$ cat src/design/swfr_pkg.sv
// ----------------------------------------------------------------------------
// swfr_pkg
// Shared constants and helper functions of the sync-word frame receiver.
// ----------------------------------------------------------------------------
package swfr_pkg;

  localparam int unsigned FRAME_BYTES_DEF = 19;

  localparam int unsigned IDLE_W      = 17;
  localparam int unsigned TIMEOUT_W   = 16;
  localparam int unsigned BYTE_W      = 8;
  localparam int unsigned IDX_W       = 5;
  localparam int unsigned IN_TDATA_W  = 8;
  localparam int unsigned OUT_TDATA_W = 24;

  localparam logic [TIMEOUT_W-1:0] TIMEOUT_RESET = 16'd100;
  localparam logic [23:0]          SYNC_WORD     = 24'h550100;
  localparam logic [BYTE_W-1:0]    SYNC_B0       = 8'h55;
  localparam logic [BYTE_W-1:0]    SYNC_B1       = 8'h01;
  localparam logic [BYTE_W-1:0]    SYNC_B2       = 8'h00;

  localparam logic OP_BYTE      = 1'b0;
  localparam logic OP_TICK      = 1'b1;
  localparam logic KIND_BYTE    = 1'b0;
  localparam logic KIND_DISCARD = 1'b1;

  function automatic logic is_sync_byte(input logic [BYTE_W-1:0] b);
    return (b == SYNC_B0) || (b == SYNC_B1) || (b == SYNC_B2);
  endfunction

  function automatic logic [BYTE_W-1:0] header_byte(input logic [1:0] pos);
    logic [BYTE_W-1:0] r;
    unique case (pos)
      2'd0:    r = SYNC_B0;
      2'd1:    r = SYNC_B1;
      default: r = SYNC_B2;
    endcase
    return r;
  endfunction

endpackage

$ cat src/design/sync_word_frame_receiver.sv
// ----------------------------------------------------------------------------
// sync_word_frame_receiver
// Sync-word byte deframer with idle timeout; frame bytes held in a RAM.
// ----------------------------------------------------------------------------
//  channel  | dir | tdata (low bit up)                          | tuser | tlast
//  s_axis   | in  | rx_byte[7:0]                                | op    | -
//  m_axis   | out | byte_index[4:0] packet_byte[7:0]            | kind  | last
//           |     | discard_length[4:0], zero pad[5:0]          |       |
//  timeout  | in  | timeout_wdata_i[15:0] when timeout_we_i     | -     | -
//
//  A byte or tick item is taken when the output register is free and no frame
//  is being sent. A completed frame is sent as FRAME_BYTES items, each from a RAM
//  read state and then an output load state; input is held off meanwhile.
//  Output stalls hold the output register and back up into the input.
//  Reset is asynchronous, active low; the frame RAM is not cleared.
// ----------------------------------------------------------------------------
module sync_word_frame_receiver #(
  parameter int unsigned FRAME_BYTES = swfr_pkg::FRAME_BYTES_DEF
) (
  input  logic                             clk_i,
  input  logic                             rst_ni,
  input  logic                             timeout_we_i,
  input  logic [swfr_pkg::TIMEOUT_W-1:0]   timeout_wdata_i,
  input  logic                             s_axis_tvalid_i,
  output logic                             s_axis_tready_o,
  input  logic [swfr_pkg::IN_TDATA_W-1:0]  s_axis_tdata_i,   // rx_byte
  input  logic                             s_axis_tuser_i,   // op
  output logic                             m_axis_tvalid_o,
  input  logic                             m_axis_tready_i,
  output logic [swfr_pkg::OUT_TDATA_W-1:0] m_axis_tdata_o,   // byte_index, packet_byte,
                                                             // discard_length
  output logic                             m_axis_tuser_o,   // kind
  output logic                             m_axis_tlast_o    // last
);

  localparam int unsigned AW = $clog2(FRAME_BYTES);
  localparam int unsigned CW = $clog2(FRAME_BYTES + 1);
  localparam int unsigned BW = swfr_pkg::BYTE_W;
  localparam int unsigned XW = swfr_pkg::IDX_W;
  localparam int unsigned IW = swfr_pkg::IDLE_W;

  typedef enum logic [1:0] {
    ST_RUN,
    ST_READ,
    ST_LOAD
  } state_e;

  state_e                          state_q, state_d;
  logic [swfr_pkg::TIMEOUT_W-1:0]  timeout_q, timeout_d;
  logic                            collecting_q, collecting_d;
  logic [23:0]                     window_q, window_d;
  logic [CW-1:0]                   fill_q, fill_d;
  logic [IW-1:0]                   idle_q, idle_d;
  logic [AW-1:0]                   ptr_q, ptr_d;

  logic                            ovalid_q, ovalid_d;
  logic                            okind_q, okind_d;
  logic [XW-1:0]                   oidx_q, oidx_d;
  logic [BW-1:0]                   obyte_q, obyte_d;
  logic [XW-1:0]                   odlen_q, odlen_d;
  logic                            olast_q, olast_d;

  logic                            out_free;
  logic                            in_acc;
  logic [BW-1:0]                   rx_byte;
  logic [IW-1:0]                   idle_inc;
  logic [23:0]                     window_sh;
  logic [CW-1:0]                   fill_inc;
  logic [AW+XW-1:0]                ptr_ext;
  logic [CW+XW-1:0]                fill_ext;
  logic                            mem_we;
  logic                            mem_re;
  logic [BW-1:0]                   mem_rdata;

  assign out_free        = !ovalid_q || m_axis_tready_i;
  assign s_axis_tready_o = (state_q == ST_RUN) && out_free;
  assign in_acc          = s_axis_tvalid_i && s_axis_tready_o;
  assign rx_byte         = s_axis_tdata_i;
  assign idle_inc        = (idle_q == {IW{1'b1}}) ? idle_q : idle_q + IW'(1);
  assign window_sh       = {window_q[15:0], rx_byte};
  assign fill_inc        = fill_q + CW'(1);
  assign ptr_ext         = (AW + XW)'(ptr_q);
  assign fill_ext        = (CW + XW)'(fill_q);
  assign mem_we          = in_acc && (s_axis_tuser_i == swfr_pkg::OP_BYTE) && collecting_q;
  assign mem_re          = (state_q == ST_READ);

  swfr_frame_mem #(
    .DEPTH (FRAME_BYTES),
    .AW    (AW)
  ) u_mem (
    .clk_i   (clk_i),
    .we_i    (mem_we),
    .waddr_i (fill_q[AW-1:0]),
    .wdata_i (rx_byte),
    .re_i    (mem_re),
    .raddr_i (ptr_q),
    .rdata_o (mem_rdata)
  );

  always_comb begin
    state_d      = state_q;
    timeout_d    = timeout_q;
    collecting_d = collecting_q;
    window_d     = window_q;
    fill_d       = fill_q;
    idle_d       = idle_q;
    ptr_d        = ptr_q;
    ovalid_d     = ovalid_q && !m_axis_tready_i;
    okind_d      = okind_q;
    oidx_d       = oidx_q;
    obyte_d      = obyte_q;
    odlen_d      = odlen_q;
    olast_d      = olast_q;

    if (timeout_we_i) begin
      timeout_d = timeout_wdata_i;
    end

    unique case (state_q)
      ST_RUN: begin
        if (in_acc) begin
          if (s_axis_tuser_i == swfr_pkg::OP_TICK) begin
            idle_d = idle_inc;
            if (collecting_q && (idle_inc > IW'(timeout_q))) begin
              ovalid_d     = 1'b1;
              okind_d      = swfr_pkg::KIND_DISCARD;
              oidx_d       = '0;
              obyte_d      = '0;
              odlen_d      = fill_ext[XW-1:0];
              olast_d      = 1'b1;
              collecting_d = 1'b0;
              fill_d       = '0;
            end
          end else begin
            idle_d = '0;
            if (!collecting_q) begin
              if (!swfr_pkg::is_sync_byte(rx_byte)) begin
                fill_d = '0;
              end else begin
                window_d = window_sh;
                if (window_sh == swfr_pkg::SYNC_WORD) begin
                  fill_d       = CW'(3);
                  collecting_d = 1'b1;
                end
              end
            end else if (fill_inc >= CW'(FRAME_BYTES)) begin
              collecting_d = 1'b0;
              fill_d       = '0;
              ptr_d        = '0;
              state_d      = ST_READ;
            end else begin
              fill_d = fill_inc;
            end
          end
        end
      end
      ST_READ: begin
        state_d = ST_LOAD;
      end
      ST_LOAD: begin
        if (out_free) begin
          ovalid_d = 1'b1;
          okind_d  = swfr_pkg::KIND_BYTE;
          oidx_d   = ptr_ext[XW-1:0];
          obyte_d  = (ptr_q < AW'(3)) ? swfr_pkg::header_byte(ptr_q[1:0]) : mem_rdata;
          odlen_d  = '0;
          olast_d  = (ptr_q == AW'(FRAME_BYTES - 1));
          if (ptr_q == AW'(FRAME_BYTES - 1)) begin
            state_d = ST_RUN;
          end else begin
            ptr_d   = ptr_q + AW'(1);
            state_d = ST_READ;
          end
        end
      end
      default: state_d = ST_RUN;
    endcase
  end

  always_ff @(posedge clk_i or negedge rst_ni) begin
    if (!rst_ni) begin
      state_q      <= ST_RUN;
      timeout_q    <= swfr_pkg::TIMEOUT_RESET;
      collecting_q <= 1'b0;
      window_q     <= '0;
      fill_q       <= '0;
      idle_q       <= '0;
      ptr_q        <= '0;
      ovalid_q     <= 1'b0;
      okind_q      <= 1'b0;
      oidx_q       <= '0;
      obyte_q      <= '0;
      odlen_q      <= '0;
      olast_q      <= 1'b0;
    end else begin
      state_q      <= state_d;
      timeout_q    <= timeout_d;
      collecting_q <= collecting_d;
      window_q     <= window_d;
      fill_q       <= fill_d;
      idle_q       <= idle_d;
      ptr_q        <= ptr_d;
      ovalid_q     <= ovalid_d;
      okind_q      <= okind_d;
      oidx_q       <= oidx_d;
      obyte_q      <= obyte_d;
      odlen_q      <= odlen_d;
      olast_q      <= olast_d;
    end
  end

  assign m_axis_tvalid_o = ovalid_q;
  assign m_axis_tuser_o  = okind_q;
  assign m_axis_tlast_o  = olast_q;
  assign m_axis_tdata_o  = {6'd0, odlen_q, obyte_q, oidx_q};

endmodule

$ cat src/design/swfr_frame_mem.sv
// ----------------------------------------------------------------------------
// swfr_frame_mem
// Frame byte store: one write port, one read port, registered read data.
// ----------------------------------------------------------------------------
module swfr_frame_mem #(
  parameter int unsigned DEPTH = swfr_pkg::FRAME_BYTES_DEF,
  parameter int unsigned AW    = $clog2(DEPTH)
) (
  input  logic                        clk_i,
  input  logic                        we_i,
  input  logic [AW-1:0]               waddr_i,
  input  logic [swfr_pkg::BYTE_W-1:0] wdata_i,
  input  logic                        re_i,
  input  logic [AW-1:0]               raddr_i,
  output logic [swfr_pkg::BYTE_W-1:0] rdata_o
);

  logic [swfr_pkg::BYTE_W-1:0] mem_q [DEPTH];

  always_ff @(posedge clk_i) begin
    if (we_i) begin
      mem_q[waddr_i] <= wdata_i;
    end
  end

  always_ff @(posedge clk_i) begin
    if (re_i) begin
      rdata_o <= mem_q[raddr_i];
    end
  end

endmodule
$ cat config.mk
export PLATFORM = sky130hd
export DESIGN_NAME = sync_word_frame_receiver
export DESIGN_NICKNAME = d
export VERILOG_FILES = /design/src/design/swfr_pkg.sv /design/src/design/sync_word_frame_receiver.sv /design/src/design/swfr_frame_mem.sv
export SDC_FILE = /design/constraint.sdc
export NUM_CORES = 1
export LEC_CHECK = 0
export BUFFER_PORTS_ARGS = -buffer_cell sky130_fd_sc_hd__buf_2
export CORE_MARGIN = 5
export CORE_UTILIZATION = 35
export DETAILED_ROUTE_END_ITERATION = 10
export SETUP_SLACK_MARGIN = 0.2
export SLEW_MARGIN = 20
export SYNTH_ARGS = -nofsm -noshare
export SYNTH_HDL_FRONTEND = slang
export SYNTH_SLANG_ARGS = --single-unit
$ cat constraint.sdc
create_clock -name clk_i -period 5 [get_ports clk_i]
set_input_delay 1 -clock clk_i [delete_from_list [all_inputs] [get_ports clk_i]]
set_output_delay 1 -clock clk_i [all_outputs]
set_load 0.005 [all_outputs]
After elaboration in Yosys (flattened, before gate mapping)
Memories as Yosys holds them, arrays and structs flattened. A register that Yosys moved wholly into a read port is not among the register bits.
Index checks and enable logic that the tools add are counted.
{"block": "classes", "n_addsub": 3, "order_cmp": 3, "n_eq_ne": 18, "n_mux": 58, "n_bitwise": 2, "n_reduce_logical": 22}
{"op": "$mux 5", "n": 19}
{"op": "$mux 8", "n": 5}
{"op": "$mux 17", "n": 2}
{"op": "$pmux 5 s2", "n": 3}
{"op": "$eq 24x23->1 const B", "n": 1}
{"op": "$mux 1", "n": 18}
{"op": "$add 17x1->17 const B", "n": 1}
{"op": "$eq 17x17->1 const B", "n": 1}
{"op": "$gt 17x16->1", "n": 1}
{"op": "$pmux 8 s2", "n": 1}
{"op": "$reduce_and 5->1", "n": 3}
{"op": "$pmux 7 s2", "n": 1}
{"op": "$ne 2x2->1 const B", "n": 6}
{"op": "$add 5x1->5 const B", "n": 2}
{"op": "$mux 2", "n": 5}
{"op": "$eq 8x1->1 const B", "n": 1}
{"op": "$eq 8x7->1 const B", "n": 1}
{"op": "$logic_not 8->1", "n": 1}
{"op": "$reduce_and 7->1", "n": 1}
{"op": "$logic_and 1x1->1", "n": 6}
{"op": "$ne 2x1->1 const B", "n": 3}
{"op": "$pmux 1 s2", "n": 3}
{"op": "$pmux 2 s3", "n": 1}
{"op": "$eq 5x5->1 const B", "n": 1}
{"op": "13 further kinds", "n": 19}
{"block": "totals", "reg_bits": 83, "ramBits": 152, "in_bits": 30, "output_inout_bits": 28, "word_cells": 120, "n_memories": 1}
{"memory": "u_mem.mem_q", "depth": 19, "width": 8, "rd": 1, "rd_clocked_by_memory_dff": 1, "write_ports": 1, "line_no": "swfr_frame_mem.sv:18", "source": "logic [swfr_pkg::BYTE_W-1:0] mem_q [DEPTH];"}

Longest topological paths before layout
{"block": "depth", "word_depth": 8, "depth_mapped": 15, "ltp_nobuf": 13}

By module
A second synthesis with hierarchy kept.
{"block": "hier_totals", "hier_cells": 789, "hier_area_um2": 10976.8}
{"module": "swfr_frame_mem", "n_inst": 1, "cells_each": 295, "area_each_um2": 6237.2, "seq_area_each_um2": 4804.6}
{"module": "sync_word_frame_receiver", "n_inst": 1, "cells_each": 494, "area_each_um2": 4739.5, "seq_area_each_um2": 2080.7}

Worst setup path before layout
Ideal clock, no wire load.
{"block": "synth_timing", "kind": "register -> register", "start": "register idle_q[0]", "end": "register ovalid_q, in the netlist m_axis_tvalid_o", "setup_time_ns": 0.131, "arrival_ns": 3.258, "required_time_ns": 4.869, "path_slack_ns": 1.611, "stages_incl_launch_ff": 14, "path_buffers": 0, "period_less_slack_ns": 3.389, "path_cell_list": "dfrtp_1 > ha_1 > nand3_1 > nor2_4 > a2111oi_4 > nand3_1 > xnor2_1 > ha_1 > and3_1 > a221o_1 > a21oi_1 > a31oi_1 > o21a_1 > or3_1"}
{"block": "synth_between", "elab_chain_cells": 8, "word_cells_on_any_way": 9, "cone_classes": "add/sub (1); order compare (1); eq/ne (1); mux (5); reduce/logical (1)"}
{"item": "start, declared", "line_no": "sync_word_frame_receiver.sv:53", "source": "logic [IW-1:0] idle_q, idle_d;"}
{"item": "start signal, assigned", "line_no": "sync_word_frame_receiver.sv:201", "source": "idle_q <= idle_d;"}
{"item": "$add 17x1->17 or $eq 17x17->1 (tied branches)", "line_no": "sync_word_frame_receiver.sv:79", "source": "assign idle_inc = (idle_q == {IW{1'b1}}) ? idle_q : idle_q + IW'(1);"}
{"item": "$mux 17 *", "line_no": "sync_word_frame_receiver.sv:79"}
{"item": "$gt 17x16->1 *", "line_no": "sync_word_frame_receiver.sv:124", "source": "if (collecting_q && (idle_inc > IW'(timeout_q))) begin"}
{"item": "$logic_and 1x1->1 *", "line_no": "sync_word_frame_receiver.sv:124"}
{"item": "$mux 1 *", "line_no": "sync_word_frame_receiver.sv:124"}
{"item": "$mux 1 *", "line_no": "sync_word_frame_receiver.sv:122", "source": "if (s_axis_tuser_i == swfr_pkg::OP_TICK) begin"}
{"item": "$mux 1 *", "line_no": "sync_word_frame_receiver.sv:121", "source": "if (in_acc) begin"}
{"item": "$pmux 1 s2 *", "line_no": "sync_word_frame_receiver.sv:119", "source": "unique case (state_q)"}
{"item": "via ovalid_d", "line_no": "sync_word_frame_receiver.sv:56", "source": "logic ovalid_q, ovalid_d;"}
{"item": "end signal, assigned", "line_no": "sync_word_frame_receiver.sv:203", "source": "ovalid_q <= ovalid_d;"}
{"item": "end, declared", "line_no": "sync_word_frame_receiver.sv:56"}
Mark *: on every way through the listed nets, which the timed path passes. The rest lies on a longest branch.
A chain may end at the register's enable or synchronous reset.

Worst setup path after layout
Same ends and word-level chain as after synthesis.

==> results.md <==
- Cells on worst reg2reg path: 13
- Initial antenna violation count: 0
- First-pass GRT wire length: 34.76 mm
- Longest Clk Path Bufs: 3
- Reg2reg setup slack: about 1200 ps
- Chip Height: about 190 um
- Peak supply drop: approximately 0.22 mV
- WL/cell: 17.78 um
- CTS buffer count: 25
- Pleak: 4.717 nW
- Die area: 34430 um2
- Clock Skew: 16.42 ps
- Dpl cells: roughly 1200
- Worst-skew pair later-pin latency: 540 ps
- Clock Sinks: 243
- Ys flop type: edfxtp_1
- #FFs+latches synth: 243
- Max Slew Vio Count: 0
- Layout Nets: 853
- Sequential share of the synthesized area: 63.83%
- Worst Path Required: 5410 ps
- Crit path max fanout: 7
- Worst r2r dst: m_axis_tvalid_o
- Layout cells sized above 1: 20.74%
- Detailed Route WL: about 22 mm
- Largest net degree at the start of global routing: 59
- Hold Path Depth: 1
- Worst Setup EP: m_axis_tvalid_o
- CTS tree: done
- Worst-margin pin slew: approximately 950 ps
- Detailed placement HPWL: 14.17 mm
- Top-level I/O count: slightly below 60
- All-Layer GR Usage: 12.77%
- Hold-fix buffers at CTS: 0
- Final worst path period need: 3801 ps
- Row count: 64
- Final Worst Setup Slack: 1199 ps
- Area grow syn2layout: 12.69%
- Grt ovf: 0
- Setup Buffers After CTS: 0
- DRT Pass-1 Iters: 4
- Yosys cell types: 65
- Slew HR: 36.52%
- Port Buffers: 51
- Area after DPL: approximately 11000 um2
- Hold Vio Cnt, Final: 0
- DRC violations left: 0
- RR Startpoint: idle_q[0]
- Netlist Area Pre-Place: 10790 um2
- Die Width: 185.6 um
- F_max: 0.2631 GHz
- Design area: 12160 um2
- Most frequent cells in the layout: edfxtp_1, dfrtp_1, nand2_1
- EDFF count, synth: between 150 and 200
- Post-route insts no fill: 1211
- # diodes: 0
- Syn. warnings: 0
- Tightest Hold Check Type: register to register
- WHS: between 400 and 500 ps
- Root buffer cell: clkbuf_16
- Post_cts resized: 0
- H-tree depth: 1
- Fin crit share: 76.01%
- Vias: approximately 6100
- Syn Area/Cell: approximately 14 um2
- Async set or reset register ratio after synthesis: 34.16%
- RSZ-0062 raised after global routing: no
- Worst Setup End Kind: register
- Setup CP Type: register to register
- Vias in the first global route: 6098
- Post-Place Worst Slack: 1223 ps
- Starting Density: 35.36%
- Power Density: approximately 450 nW/um2
- CP startpoint kind: register
- Worst setup path start: idle_q[0]
- Setup TNS: 0 ps
- Clock transition at path regs: 60 ps
- Final setup violation count: 0
- Status: finished, final reports clean
- Vias per std cell: 5.039
- GPL Wtd Cong: 0.7584
- MaxCap Viol Count: 0
- Drt first-iter violations: 473
- Most common cell after layout, fill and taps aside: edfxtp_1
- Area of the core: 30510 um2
- Worst Path Arrival: 4210 ps
- Final ANT Viol Nets: 0
- Post-Synthesis Cells: 750
[layout make-up]
cell class                      count  area (um2)
Timing Repair Buffer               56       295.3
Clock buffer                       29       640.6
Multi-Input combinational cell    446        3607
Tap cell                          396       495.5
Sequential cell                   243        6888
Inverter                           25       93.84
Fill cell                        2784       18350
Clock inverter                     16       135.1
[state kept, by name, summed over array words and instances (netlist names)]
signal           cells
u_mem.rdata_o        8
m_axis_tuser_o       1
m_axis_tvalid_o      1
timeout_q           16
obyte_q              8
state_q              2
odlen_q              5
ptr_q                5
u_mem.mem_q        152
fill_q               5
window_q            16
m_axis_tlast_o       1
idle_q              17
collecting_q         1
oidx_q               5
[metal layers]
metal	vias to the layer above	wire (um)	global-route usage [%]
met5	-	0	0
met4	0	439	3.585
met3	28	1117	2.560
met2	134	9448	19.28
met1	3025	10530	18.89
li1	2915	-	-
[metrics by stage]
stage / power, mW / utilization [%]
after detailed placement: 3.688 / 37.30
after global placement: 3.674 / 37.30
after CTS: 5.488 / 39.84
after global routing: 5.733 / 39.84
final: 5.411 / 39.84
after floorplan: 3.359 / -
[report_power, final]
group	internal [mW]	switching, mW
logic	0.507	0.599
registers	2.33	0.205
clock network	1.02	0.753
[worst max-delay path, cell delays in order, from the launching register on]
cell and delay, ps:
dfrtp_1 450, ha_1 280, nand3_1 170, nor2_4 80, a2111oi_4 450, nand3_1 200
xnor2_1 170, ha_1 290, and3_1 210, a221o_1 310, a21oi_1 220, a31oi_1 200
o21a_1 290, or3_1 360
[synthesized netlist by cell type (18+ instances only)]
| library cell | count | area [um2] |
|---|---|---|
| edfxtp_1 | 160 | 4805 |
| dfrtp_1 | 80 | 2002 |
| nand2_1 | 62 | 232.7 |
| nor2_1 | 52 | 195.2 |
| o21ai_0 | 44 | 220.2 |
| mux4_2 | 38 | 855.8 |
| ha_1 | 26 | 325.3 |
| inv_1 | 25 | 93.84 |
| clkbuf_1 | 23 | 86.33 |
| mux2_2 | 20 | 225.2 |
| a22o_1 | 19 | 166.4 |
| a21oi_1 | 18 | 90.09 |
[logic make-up after synthesis]
group / synth area share, %
buffers and inverters: 2.946
flip-flops: 63.83
AO/OA/AOI/OAI: 7.899
XOR/XNOR: 1.137
AND/OR/NAND/NOR: 8.793
adder cells (fa/ha/maj): 3.016
multiplexers: 12.34
other: 0.03477
[worst min path at each step]
stage	to	slack, ps	startpoint
floorplan	obyte_q[1]	440	u_mem.rdata_o[1]
global placement	obyte_q[7]	440	u_mem.rdata_o[7]
detailed placement	obyte_q[7]	450	u_mem.rdata_o[7]
CTS	obyte_q[7]	470	u_mem.rdata_o[7]
global route	obyte_q[5]	490	u_mem.rdata_o[5]
finish	obyte_q[7]	460	u_mem.rdata_o[7]
Note: power is estimated with default switching activity, not from simulation.
